<file path="config.mk">
export PLATFORM = sky130hd
export DESIGN_NAME = http_header_length_framer_unit
export DESIGN_NICKNAME = d
export VERILOG_FILES = /design/src/rtl/core/hhlf_pkg.sv /design/src/rtl/core/http_header_length_framer_unit.sv
export VERILOG_INCLUDE_DIRS = /design/src /design/src/rtl/core
export SDC_FILE = /design/constraint.sdc
export NUM_CORES = 1
export LEC_CHECK = 0
export BUFFER_PORTS_ARGS = -buffer_cell sky130_fd_sc_hd__buf_2
export CORE_MARGIN = 4
export CORE_UTILIZATION = 40
export CTS_CLUSTER_SIZE = 24
export DETAILED_ROUTE_END_ITERATION = 12
export PLACE_DENSITY = 0.59
export SLEW_MARGIN = 10
export SYNTH_ARGS = -nofsm -noshare
export SYNTH_HDL_FRONTEND = slang
export SYNTH_SLANG_ARGS = --single-unit
</file>
<file path="constraint.sdc">
create_clock -name clk_i -period 6.6 [get_ports clk_i]
set_input_delay 1.32 -clock clk_i [delete_from_list [all_inputs] [get_ports clk_i]]
set_output_delay 1.32 -clock clk_i [all_outputs]
set_load 0.005 [all_outputs]
</file>
<file path="src/rtl/core/http_header_length_framer_unit_assert.svh">
// ----------------------------------------------------------------------------
// HTTP header length framer assertion macros
// Concurrent checks that compile away when NO_ASSERTIONS is defined.
// ----------------------------------------------------------------------------
`ifndef HTTP_HEADER_LENGTH_FRAMER_UNIT_ASSERT_SVH
`define HTTP_HEADER_LENGTH_FRAMER_UNIT_ASSERT_SVH

`ifndef NO_ASSERTIONS

// Property holds at every clock edge outside reset.
`define HHLF_ASSERT(label, clk, rst_n, prop) \
  label: assert property (@(posedge clk) disable iff (!rst_n) (prop)) \
    else $error("hhlf assertion failed");

// Antecedent implies consequent in the same cycle.
`define HHLF_ASSERT_IMPLY(label, clk, rst_n, ante, cons) \
  label: assert property (@(posedge clk) disable iff (!rst_n) (ante) |-> (cons)) \
    else $error("hhlf implication failed");

// Antecedent implies consequent in the next cycle.
`define HHLF_ASSERT_NEXT(label, clk, rst_n, ante, cons) \
  label: assert property (@(posedge clk) disable iff (!rst_n) (ante) |=> (cons)) \
    else $error("hhlf next-cycle check failed");

`else

`define HHLF_ASSERT(label, clk, rst_n, prop)
`define HHLF_ASSERT_IMPLY(label, clk, rst_n, ante, cons)
`define HHLF_ASSERT_NEXT(label, clk, rst_n, ante, cons)

`endif

`endif

</file>
<file path="src/rtl/core/hhlf_pkg.sv">
// ----------------------------------------------------------------------------
// HTTP header length framer package
// Shared types, constants and the header keyword table.
// ----------------------------------------------------------------------------
`timescale 1ns / 1ps
`default_nettype none

package hhlf_pkg;

  localparam int unsigned LengthBitsDefault = 31;
  localparam int unsigned LimitBits         = 12;
  localparam logic [LimitBits-1:0] HeaderLimitReset = 12'd2048;
  localparam logic [4:0] KeyLen = 5'd16;

  localparam logic [7:0] ChCr    = 8'h0d;
  localparam logic [7:0] ChLf    = 8'h0a;
  localparam logic [7:0] ChNul   = 8'h00;
  localparam logic [7:0] ChSpace = 8'h20;
  localparam logic [7:0] ChTab   = 8'h09;
  localparam logic [7:0] ChPlus  = 8'h2b;
  localparam logic [7:0] ChMinus = 8'h2d;
  localparam logic [7:0] ChZero  = 8'h30;
  localparam logic [7:0] ChNine  = 8'h39;

  typedef enum logic [1:0] {
    PhHeader = 2'd0,
    PhBody   = 2'd1,
    PhDone   = 2'd2,
    PhError  = 2'd3
  } phase_e;

  typedef enum logic [2:0] {
    NumIdle   = 3'd0,
    NumSpace  = 3'd1,
    NumSign   = 3'd2,
    NumDigits = 3'd3,
    NumDone   = 3'd4
  } num_stage_e;

  typedef enum logic [1:0] {
    ErrNone    = 2'd0,
    ErrLength  = 2'd1,
    ErrTooLong = 2'd2
  } err_kind_e;

  // "Content-Length: "
  function automatic logic [7:0] key_char(input logic [3:0] idx);
    logic [7:0] c;
    case (idx)
      4'd0:    c = 8'h43;
      4'd1:    c = 8'h6f;
      4'd2:    c = 8'h6e;
      4'd3:    c = 8'h74;
      4'd4:    c = 8'h65;
      4'd5:    c = 8'h6e;
      4'd6:    c = 8'h74;
      4'd7:    c = 8'h2d;
      4'd8:    c = 8'h4c;
      4'd9:    c = 8'h65;
      4'd10:   c = 8'h6e;
      4'd11:   c = 8'h67;
      4'd12:   c = 8'h74;
      4'd13:   c = 8'h68;
      4'd14:   c = 8'h3a;
      default: c = 8'h20;
    endcase
    return c;
  endfunction

  function automatic logic is_space(input logic [7:0] b);
    return (b == ChSpace) || ((b >= ChTab) && (b <= ChCr));
  endfunction

endpackage

`default_nettype wire

</file>
<file path="src/rtl/core/http_header_length_framer_unit.sv">
// ----------------------------------------------------------------------------
// HTTP header length framer
// Finds the header end and Content-Length of one request, then frames body.
// ----------------------------------------------------------------------------
//
//  channel | handshake               | payload
//  --------+-------------------------+-------------------------------------
//  in      | in_valid_i / in_ready_o | mode_i, data_byte_i
//  out     | out_valid_o/out_ready_i | phase_o, is_body_o, is_last_o,
//          |                         | body_length_o, error_kind_o
//  cfg     | cfg_we_i                | cfg_wdata_i (header limit)
//
// One item per cycle while the output is not stalled; an accepted item goes
// through the input register, then one pass of byte logic into the result reg.
// The per-byte state update is a single step: keyword match, CR LF CR LF
// tracker, decimal shift-add with saturation, body counter compare.
// Reset clears all request state and loads the header limit with 2048.
// A stalled output holds the result register and the input register; the
// input side keeps taking items as long as the input register can drain.
// ----------------------------------------------------------------------------
`timescale 1ns / 1ps
`default_nettype none

`include "http_header_length_framer_unit_assert.svh"

module http_header_length_framer_unit
  import hhlf_pkg::*;
#(
  parameter int unsigned LengthBits = LengthBitsDefault
) (
  input  wire logic                  clk_i,
  input  wire logic                  rst_ni,
  input  wire logic                  cfg_we_i,
  input  wire logic [LimitBits-1:0]  cfg_wdata_i,
  input  wire logic                  in_valid_i,
  output logic                       in_ready_o,
  input  wire logic                  mode_i,
  input  wire logic [7:0]            data_byte_i,
  output logic                       out_valid_o,
  input  wire logic                  out_ready_i,
  output logic [1:0]                 phase_o,
  output logic                       is_body_o,
  output logic                       is_last_o,
  output logic [LengthBits-1:0]      body_length_o,
  output logic [1:0]                 error_kind_o
);

  localparam int unsigned ProdBits = LengthBits + 4;
  localparam logic [LengthBits-1:0] LenMax = {LengthBits{1'b1}};
  localparam logic [LimitBits-1:0]  CountMax = {LimitBits{1'b1}};

  // input register
  logic       in_valid_q;
  logic       in_mode_q;
  logic [7:0] in_byte_q;
  logic       advance;

  // request state
  logic [LimitBits-1:0]  limit_q;
  phase_e                phase_q, phase_d;
  logic [LimitBits-1:0]  hdr_cnt_q, hdr_cnt_d;
  logic [1:0]            sep_q, sep_d;
  logic [4:0]            kw_q, kw_d;
  num_stage_e            num_q, num_d;
  logic                  neg_q, neg_d;
  logic                  nul_q, nul_d;
  logic [LengthBits-1:0] acc_q, acc_d;
  logic [LengthBits-1:0] body_cnt_q, body_cnt_d;
  err_kind_e             err_q, err_d;

  // result register
  logic                  out_valid_q;
  phase_e                res_phase_q;
  logic                  res_body_q, res_last_q;
  logic [LengthBits-1:0] res_len_q;
  err_kind_e             res_err_q;
  logic                  is_body_d, is_last_d;

  // per-byte helpers
  logic                  is_digit;
  logic                  take_digit;
  logic                  sep_done;
  logic                  have_num;
  logic [ProdBits-1:0]   acc_ext, prod;
  logic [4:0]            kw_next;

  assign advance    = in_valid_q && (!out_valid_q || out_ready_i);
  assign in_ready_o = !in_valid_q || advance;

  always_ff @(posedge clk_i or negedge rst_ni) begin
    if (!rst_ni) begin
      in_valid_q <= 1'b0;
    end else if (in_ready_o) begin
      in_valid_q <= in_valid_i;
    end
  end

  always_ff @(posedge clk_i) begin
    if (in_ready_o && in_valid_i) begin
      in_mode_q <= mode_i;
      in_byte_q <= data_byte_i;
    end
  end

  always_ff @(posedge clk_i or negedge rst_ni) begin
    if (!rst_ni) begin
      limit_q <= HeaderLimitReset;
    end else if (cfg_we_i) begin
      limit_q <= cfg_wdata_i;
    end
  end

  assign is_digit = (in_byte_q >= ChZero) && (in_byte_q <= ChNine);
  assign acc_ext  = {4'd0, acc_q};
  assign prod     = (acc_ext << 3) + (acc_ext << 1)
                  + {{(ProdBits-4){1'b0}}, in_byte_q[3:0]};

  always_comb begin
    phase_d    = phase_q;
    hdr_cnt_d  = hdr_cnt_q;
    sep_d      = sep_q;
    kw_d       = kw_q;
    num_d      = num_q;
    neg_d      = neg_q;
    nul_d      = nul_q;
    acc_d      = acc_q;
    body_cnt_d = body_cnt_q;
    err_d      = err_q;
    is_body_d  = 1'b0;
    is_last_d  = 1'b0;
    take_digit = 1'b0;
    sep_done   = 1'b0;
    have_num   = 1'b0;
    kw_next    = kw_q;

    if (in_mode_q) begin
      phase_d    = PhHeader;
      hdr_cnt_d  = '0;
      sep_d      = '0;
      kw_d       = '0;
      num_d      = NumIdle;
      neg_d      = 1'b0;
      nul_d      = 1'b0;
      acc_d      = '0;
      body_cnt_d = '0;
      err_d      = ErrNone;
    end else begin
      unique case (phase_q)
        PhHeader: begin
          if (hdr_cnt_q != CountMax) begin
            hdr_cnt_d = hdr_cnt_q + 1'b1;
          end

          // number reader sees the byte before the keyword matcher
          unique case (num_q) inside
            NumSpace: begin
              if (is_space(in_byte_q)) begin
                num_d = NumSpace;
              end else if (in_byte_q == ChPlus || in_byte_q == ChMinus) begin
                neg_d = (in_byte_q == ChMinus);
                num_d = NumSign;
              end else begin
                take_digit = 1'b1;
              end
            end
            NumSign, NumDigits: take_digit = 1'b1;
            default: ;
          endcase
          if (take_digit) begin
            if (!is_digit) begin
              num_d = NumDone;
            end else begin
              acc_d = (prod > {4'd0, LenMax}) ? LenMax : prod[LengthBits-1:0];
              num_d = NumDigits;
            end
          end

          // keyword matcher; a NUL freezes it for the rest of the header
          if (in_byte_q == ChNul) begin
            nul_d = 1'b1;
          end else if (!nul_q && (kw_q < KeyLen)) begin
            if (in_byte_q == key_char(kw_q[3:0])) begin
              kw_next = kw_q + 1'b1;
            end else begin
              kw_next = (in_byte_q == key_char(4'd0)) ? 5'd1 : 5'd0;
            end
            kw_d = kw_next;
            if (kw_next >= KeyLen) begin
              num_d = NumSpace;
            end
          end

          // CR LF CR LF tracker
          if (in_byte_q == (sep_q[0] ? ChLf : ChCr)) begin
            if (sep_q == 2'd3) begin
              sep_d    = 2'd0;
              sep_done = 1'b1;
            end else begin
              sep_d = sep_q + 1'b1;
            end
          end else begin
            sep_d = (in_byte_q == ChCr) ? 2'd1 : 2'd0;
          end

          have_num = (num_d == NumDigits) || (num_d == NumDone);
          if (sep_done) begin
            if (!have_num || (acc_d == '0) || neg_d) begin
              phase_d = PhError;
              err_d   = ErrLength;
            end else begin
              phase_d    = PhBody;
              body_cnt_d = '0;
            end
          end else if (hdr_cnt_d >= limit_q) begin
            phase_d = PhError;
            err_d   = ErrTooLong;
          end
        end
        PhBody: begin
          is_body_d = 1'b1;
          if (body_cnt_q != LenMax) begin
            body_cnt_d = body_cnt_q + 1'b1;
          end
          if (body_cnt_d >= acc_q) begin
            is_last_d = 1'b1;
            phase_d   = PhDone;
          end
        end
        default: ;
      endcase
    end
  end

  always_ff @(posedge clk_i or negedge rst_ni) begin
    if (!rst_ni) begin
      phase_q    <= PhHeader;
      hdr_cnt_q  <= '0;
      sep_q      <= '0;
      kw_q       <= '0;
      num_q      <= NumIdle;
      neg_q      <= 1'b0;
      nul_q      <= 1'b0;
      acc_q      <= '0;
      body_cnt_q <= '0;
      err_q      <= ErrNone;
    end else if (advance) begin
      phase_q    <= phase_d;
      hdr_cnt_q  <= hdr_cnt_d;
      sep_q      <= sep_d;
      kw_q       <= kw_d;
      num_q      <= num_d;
      neg_q      <= neg_d;
      nul_q      <= nul_d;
      acc_q      <= acc_d;
      body_cnt_q <= body_cnt_d;
      err_q      <= err_d;
    end
  end

  always_ff @(posedge clk_i or negedge rst_ni) begin
    if (!rst_ni) begin
      out_valid_q <= 1'b0;
    end else if (advance) begin
      out_valid_q <= 1'b1;
    end else if (out_ready_i) begin
      out_valid_q <= 1'b0;
    end
  end

  always_ff @(posedge clk_i) begin
    if (advance) begin
      res_phase_q <= phase_d;
      res_body_q  <= is_body_d;
      res_last_q  <= is_last_d;
      res_len_q   <= (phase_d == PhBody || phase_d == PhDone) ? acc_d : '0;
      res_err_q   <= (phase_d == PhError) ? err_d : ErrNone;
    end
  end

  assign out_valid_o   = out_valid_q;
  assign phase_o       = res_phase_q;
  assign is_body_o     = res_body_q;
  assign is_last_o     = res_last_q;
  assign body_length_o = res_len_q;
  assign error_kind_o  = res_err_q;

  `HHLF_ASSERT_IMPLY(a_last_in_done, clk_i, rst_ni, out_valid_q && res_last_q,
                     res_body_q && (res_phase_q == PhDone))
  `HHLF_ASSERT_IMPLY(a_err_only_in_error, clk_i, rst_ni,
                     out_valid_q && (res_phase_q != PhError), res_err_q == ErrNone)
  `HHLF_ASSERT_IMPLY(a_body_has_length, clk_i, rst_ni, phase_q == PhBody,
                     (acc_q != '0) && !neg_q && (err_q == ErrNone))
  `HHLF_ASSERT_NEXT(a_stall_holds_input, clk_i, rst_ni, in_valid_q && !advance,
                    in_valid_q && $stable(in_byte_q) && $stable(in_mode_q))
  `HHLF_ASSERT(a_body_count_bound, clk_i, rst_ni,
               (phase_q != PhBody) || (body_cnt_q < acc_q))

endmodule

`default_nettype wire

</file>
; After elaboration in Yosys (flattened, before gate mapping)
; Memory sizes are Yosys's and may differ from the RTL's.
; Index checks and enable logic that the tools add are counted.
[totals]
wordCells = 175
memories = 1
regBits = 150
rom_bits = 112
input_bits = 26
output_inout_bits = 39
[memory_table]
columns = memory, words, width, read_ports, rd_ports_with_merged_regs, write_ports, line
row1 = (name not given), 16, 7, 1, 0, 0, hhlf_pkg.sv:49  ; case (idx)
[op_classes]
bitwise = 1
order_cmp = 9
reduce_logical = 31
n_eq_ne = 22
addsub = 6
mux = 85
[ops]
columns = op, n
row1 = $mux 31, 13
row2 = $pmux 31 s2, 1
row3 = $mux 12, 5
row4 = $mux 5, 9
row5 = $mux 3, 13
row6 = $add 34x32->35, 1
row7 = $add 35x4->35, 1
row8 = $gt 35x31->1 const B, 1
row9 = $mux 8, 4
row10 = $add 31x1->31 const B, 1
row11 = $ge 31x31->1, 1
row12 = $logic_not 31->1, 1
row13 = $ne 31x31->1 const B, 1
row14 = $mux 2, 14
row15 = $eq 8x6->1 const B, 3
row16 = $mux 1, 24
row17 = $add 12x1->12 const B, 1
row18 = $ge 12x12->1, 1
row19 = $ne 12x12->1 const B, 1
row20 = $eq 3x2->1 const B, 3
row21 = $eq 8x4->1, 1
row22 = $eq 8x4->1 const B, 1
row23 = $eq 8x7->1 const B, 1
row24 = $eq 8x8->1, 1
row25 = other kinds (28), 51

; Longest topological paths before layout
[depth]
ltp_word = 29
depth_mapped = 27
depth_no_buf = 25

; Worst setup path after synthesis
; Ideal clock, no wire load.
[synth_timing]
kind = reg2reg
start = reg body_cnt_q[3]
end = reg res_len_q[16], in the netlist body_length_o[16] (data pin)
slack_ns = 1.153
required_time_ns = 6.330
arrival_time_ns = 5.177
path_buffers = 3
stages_incl_launch_ff = 24
period_less_slack_ns = 5.447
setup_time_ns = 0.270
cell_sequence = dfrtp_1 > clkbuf_1 > and4_1 > nand4_1 > or4_1 > nor3_1 > clkbuf_1 > mux2_2 > ha_1 > nor2b_1 > o21a_1 > o21a_1 > o21a_1 > o21a_1 > o21a_1 > o21ai_0 > a211o_1 > nand3_1 > a2111oi_0 > nor3_1 > ha_1 > nand2b_1 > clkbuf_1 > nor3_1
[synth_between]
elab_chain_cells = 10
word_cells_on_any_way = 12
classes_between = add/sub: 1 / order compare: 1 / eq/ne: 3 / mux: 6 / reduce/logical: 1
[synth_rtl]
columns = element, line
row1 = "start, declared", http_header_length_framer_unit.sv:68  ; logic [LengthBits-1:0] body_cnt_q, body_cnt_d;
row2 = "start signal, assigned", http_header_length_framer_unit.sv:255  ; body_cnt_q <= body_cnt_d;
row3 = $add 31x1->31 / $ne 31x31->1 (equally long branches), "http_header_length_framer_unit.sv:222, http_header_length_framer_unit.sv:221"
row4 = $mux 31 (*), http_header_length_framer_unit.sv:221  ; if (body_cnt_q != LenMax) begin
row5 = $mux 31 (*), http_header_length_framer_unit.sv:148  ; unique case (phase_q)
row6 = $mux 31 (*), http_header_length_framer_unit.sv:136  ; if (in_mode_q) begin
row7 = $ge 31x31->1 (*), http_header_length_framer_unit.sv:224  ; if (body_cnt_d >= acc_q) begin
row8 = $mux 2 (*), http_header_length_framer_unit.sv:224
row9 = $pmux 2 s2 (*), http_header_length_framer_unit.sv:148
row10 = $mux 2 (*), http_header_length_framer_unit.sv:136
row11 = named net phase_d[1], http_header_length_framer_unit.sv:60  ; phase_e phase_q, phase_d;
row12 = $eq 2x1->1 / $eq 2x2->1 (equally long branches), http_header_length_framer_unit.sv:275  ; res_len_q <= (phase_d == PhBody || phase_d == PhDone) ? acc_d : '0;
row13 = $logic_or 1x1->1 (*), http_header_length_framer_unit.sv:275
row14 = "end signal, assigned", http_header_length_framer_unit.sv:275
row15 = "end, declared", http_header_length_framer_unit.sv:75  ; logic [LengthBits-1:0] res_len_q;
; The timed path passes the listed nets; every way through them passes the cells marked *. The select of a mux whose other input is x is not followed.
; A chain may end at the register's enable or synchronous reset.

; Worst setup path after layout
[layout_timing]
start = reg acc_q[0]
end = reg res_len_q[16], in the netlist body_length_o[16] (data pin)
[layout_between]
elab_chain_cells = 17
word_cells_on_any_way = 22
classes_between = add/sub: 2 / order compare: 2 / eq/ne: 2 / mux: 12 / reduce/logical: 4
[layout_rtl]
columns = element, line
row1 = "start, declared", http_header_length_framer_unit.sv:67  ; logic [LengthBits-1:0] acc_q, acc_d;
row2 = "start signal, assigned", http_header_length_framer_unit.sv:243  ; acc_q <= '0;
row3 = "start signal, assigned", http_header_length_framer_unit.sv:254  ; acc_q <= acc_d;
row4 = $add 34x32->35, http_header_length_framer_unit.sv:115  ; assign prod = (acc_ext << 3) + (acc_ext << 1)
row5 = $add 35x4->35, http_header_length_framer_unit.sv:116  ; + {{(ProdBits-4){1'b0}}, in_byte_q[3:0]};
row6 = $gt 35x31->1, http_header_length_framer_unit.sv:173  ; acc_d = (prod > {4'd0, LenMax}) ? LenMax : prod[LengthBits-1:0];
row7 = $mux 31, http_header_length_framer_unit.sv:173
row8 = $mux 31, http_header_length_framer_unit.sv:170  ; if (!is_digit) begin
row9 = $mux 31, http_header_length_framer_unit.sv:169  ; if (take_digit) begin
row10 = $mux 31, http_header_length_framer_unit.sv:148
row11 = $mux 31, http_header_length_framer_unit.sv:136
row12 = $logic_not 31->1, http_header_length_framer_unit.sv:207  ; if (!have_num || (acc_d == '0) || neg_d) begin
row13 = $logic_or 1x1->1 (2 in series), http_header_length_framer_unit.sv:207
row14 = $mux 2, http_header_length_framer_unit.sv:207
row15 = $mux 2, http_header_length_framer_unit.sv:206  ; if (sep_done) begin
row16 = $pmux 2 s2 (*), http_header_length_framer_unit.sv:148
row17 = $mux 2 (*), http_header_length_framer_unit.sv:136
row18 = named net phase_d[1], http_header_length_framer_unit.sv:60
row19 = $eq 2x1->1 / $eq 2x2->1 (equally long branches), http_header_length_framer_unit.sv:275
row20 = $logic_or 1x1->1 (*), http_header_length_framer_unit.sv:275
; Marked as above.

==> impl_metrics.toml <==
[cells_and_area]
layout_commonest_cell = "nand2_1"
fillerInstances = 2826
multi_input_area_um2 = 6957
fin_area_um2 = 12810
seqCellArea_um2 = 3985
layout-drive-gt1-share = 0.1036
design.final.nets = 1508
layout_common_cells = "nand2_1 (149), ha_1 (113), nor2_1 (111)"
finish.cell_count_without_fillers = 1758
area_delta_synth_final_pct = 11.21
insertedDiodeCount = 0

[sta]
worst-slew-pin-transition_ns = 0.9909
clock_skew_ns = 0.01248
maxClockFrequency_mhz = 165.8
final-max-slew-violation-count = 0
post-route-min-period_ns = 6.030
hold_fails_final_rpt = 0
setup_tns_ns = 0
timing.slew.headroom = 0.3384
min_period_over_period = 0.9136
setup_repair_after_global_routing_missed_its_margin = "false"
setup_viol = 0

[critical_path]
setup.worst_path.start_class = "flip-flop"
worst-setup-path-type = "flip-flop to flip-flop"
timing.critical_path.slowest_cell_delay_ns = 0.58
critical_path_peak_fanout = 31
cp.depth = 19
critPathBufInv = 3
worst_setup_path_end_kind = "flip-flop"
worst-endpoint-arrival_ns = 6.18
crit_required_ns = 6.75
crit_path_top_delay_cell = "or3_1"
worstPathCellList = "inv_1 -> fa_1 -> fa_1 -> nand2b_1 -> a21oi_1 -> buf_4 -> o21ai_0 -> nor4_1 -> o31ai_1 -> o211ai_1 -> or3_1 -> o31a_1 -> nor2_1 -> a2111oi_0 -> nor3_1 -> ha_1 -> nand2b_1 -> buf_4 -> nor3_1"
r2r_cells = 19
worst_path_dominant_cell_family = "simple AND/OR/NAND/NOR gates"

[global_route]
grt_max_degree = 60
antenna_found_initial = 0
grt_pass1_vias = 9903
grt_first_pass_wirelength_mm = 53.95
grt_overflow_total = 0
global_route.usage.total = 0.2153

[clocking]
post_cts.repair.setup_buffers = 0
cts_made_buffers = 17
clk_root_buffer_cell = "clkbuf_16"
htree_num_levels = 4
ctsResizeCount = 0
clock_tree_from_tritoncts = "done"
clock_sinks = 150
worstSkewPairLatency_ns = 0.43
clk_path_buf_depth = 2
ctsHoldBuffers = 0
clk_pin_slew_worst_paths_ns = 0.07

[synthesis]
synth_seq_area_share = 0.3459
synthArstFlopShare = 0.6933
synthFlopType = "dfrtp_1"
synth-warning-count = 0
number_of_synthesized_flops_with_an_enable_pin = 46
syn-num-nets = 1475
postSynthAreaPerCell_um2 = 8.636
synth_area_um2 = 11520
synth.lib_cells_used.distinct = 76
ys_ff_latch = 150
synth_cells = 1334

[die]
core_area_um2 = 28090
starting_density_of_the_core = 0.4101
die_h_um = 177.7
dieArea_um2 = 31580
number_of_top_level_pins = 65
rows = 61
die_span_x_um = 177.7

[placed_design]
placement.io_buffers = 64
dp.cells = 1726
gp_congestion = 0.9400
post_dp_cell_area_um2 = 12200
place.detailed.hpwl_mm = 24.87

[hold_path]
worst_hold_path.num_cells = 2
path_category_of_the_worst_min_delay_check = "flip-flop to flip-flop"

[route]
drt_drc_violations_left = 0
postRouteAntennaNets = 0
routed_wirelength_mm = 33.08
via_count_normalized_by_instance_count = 5.733
first_pass_iters = 6
dr_total_vias = 10080
violation_count_after_the_first_detailed_routing_iteration = 883
avgRoutedWirePerCell_um = 18.82

[outcome]
outcome = "complete, no violations"

[power_and_ir_drop]
power_density_nw_per_um2 = 178.6
worst_ir_drop_vdd_v = 0.0001438
total_leakage_power_uw = 0.005670

[flow_run]
max_cap_viol_count = 0
[Yosys cell counts (14+ instances only)]
cell type | count | area [um^2]
nand2_1 | 149 | 559.3
ha_1 | 113 | 1414
nor2_1 | 113 | 424.2
dfrtp_1 | 103 | 2577
inv_1 | 87 | 326.6
o21ai_0 | 79 | 395.4
a21oi_1 | 65 | 325.3
clkbuf_1 | 59 | 221.5
xnor2_1 | 53 | 464.2
edfxtp_1 | 46 | 1381
nor3_1 | 42 | 210.2
a211oi_1 | 31 | 232.7
a21o_1 | 29 | 217.7
nand3_1 | 29 | 145.1
nand4_1 | 28 | 175.2
o31ai_1 | 27 | 202.7
nor4_1 | 18 | 112.6
o21a_1 | 17 | 127.6
and3_1 | 16 | 100.1
a22o_1 | 15 | 131.4
a31oi_1 | 15 | 93.84
o211ai_1 | 14 | 105.1
o21ai_1 | 14 | 70.07
or3_1 | 14 | 87.58
[cell type report]
cell class,count,share of cell area
multi-input combinational,1027,0.5430
sequential,150,0.3111
clock buffer,28,0.04297
tap,378,0.03692
timing repair buffer,82,0.03575
inverter,89,0.02608
clock inverter,4,0.004200
[worst paths after layout]
check	endpoint	slack, ns	from
max	body_length_o[16]	0.57	acc_q[0]
min	nul_q	0.49	nul_q
max reg2reg	body_length_o[16]	0.57	acc_q[0]
min reg2reg	nul_q	0.49	nul_q
max in group asynchronous	acc_q[15]	4.42	rst_ni
min in group asynchronous	in_valid_q	0.92	rst_ni
[logic make-up (layout without fill, tap and decap cells)]
group	Yosys count	after routing	share of synthesized area
xor+xnor	64	64	0.04866
simple gates	470	470	0.1953
compound gates	361	361	0.2158
mux	15	15	0.01369
flops	150	150	0.3459
fa+ha+maj	117	117	0.1279
buf+inv	157	203	0.05268
[flip-flops by register name, summed over array words and instances (netlist names), 2 cells and up]
register / count
acc_q: 31
body_cnt_q: 31
body_length_o: 31
err_q: 2
error_kind_o: 2
hdr_cnt_q: 12
in_byte_q: 8
kw_q: 5
limit_q: 12
num_q: 3
phase_o: 2
phase_q: 2
sep_q: 2
[metal layers]
metal  part of all wire  vias up  global-route usage
met5                  0        -                   0
li1                   -     4930                   -
met4              0.021        0             0.05833
met3              0.054       41             0.03749
met2               0.47      263              0.3518
met1               0.46     4845              0.2952
[report_power, final]
part	total [uW]	leakage [uW]	internal, uW	switching (uW)
Sequential	1030	0.00187	1000	31.4
Combinational	226	0.00350	89.2	137
Clock	1030	0.000295	612	417
Total	2290	0.00567	1700	586
[worst reg2reg max path, cell delays in order, from the launching register on]
cell	delay, ns
dfrtp_1	0.55
inv_1	0.11
fa_1	0.52
fa_1	0.48
nand2b_1	0.18
a21oi_1	0.15
buf_4	0.17
o21ai_0	0.17
nor4_1	0.47
o31ai_1	0.18
o211ai_1	0.29
or3_1	0.58
o31a_1	0.30
nor2_1	0.08
a2111oi_0	0.50
nor3_1	0.17
ha_1	0.30
nand2b_1	0.07
buf_4	0.36
nor3_1	0.13
[metrics by stage]
| stage | power, uW | setup slack (ns) | utilization | hold WS (ns) |
|---|---|---|---|---|
| final | 2287 | 0.5704 | 0.4561 | 0.4921 |
| after global placement | 1276 | 0.8902 | 0.4342 | 0.4667 |
| after detailed placement | 1278 | 0.6223 | 0.4342 | 0.4867 |
| after global routing | 2385 | 0.03095 | 0.4561 | 0.5177 |
| after floorplan | 1183 | 1.153 | - | 0.4503 |
| after CTS | 2311 | 0.5818 | 0.4558 | 0.4998 |
No activity file was read; power rests on OpenSTA's default activity.
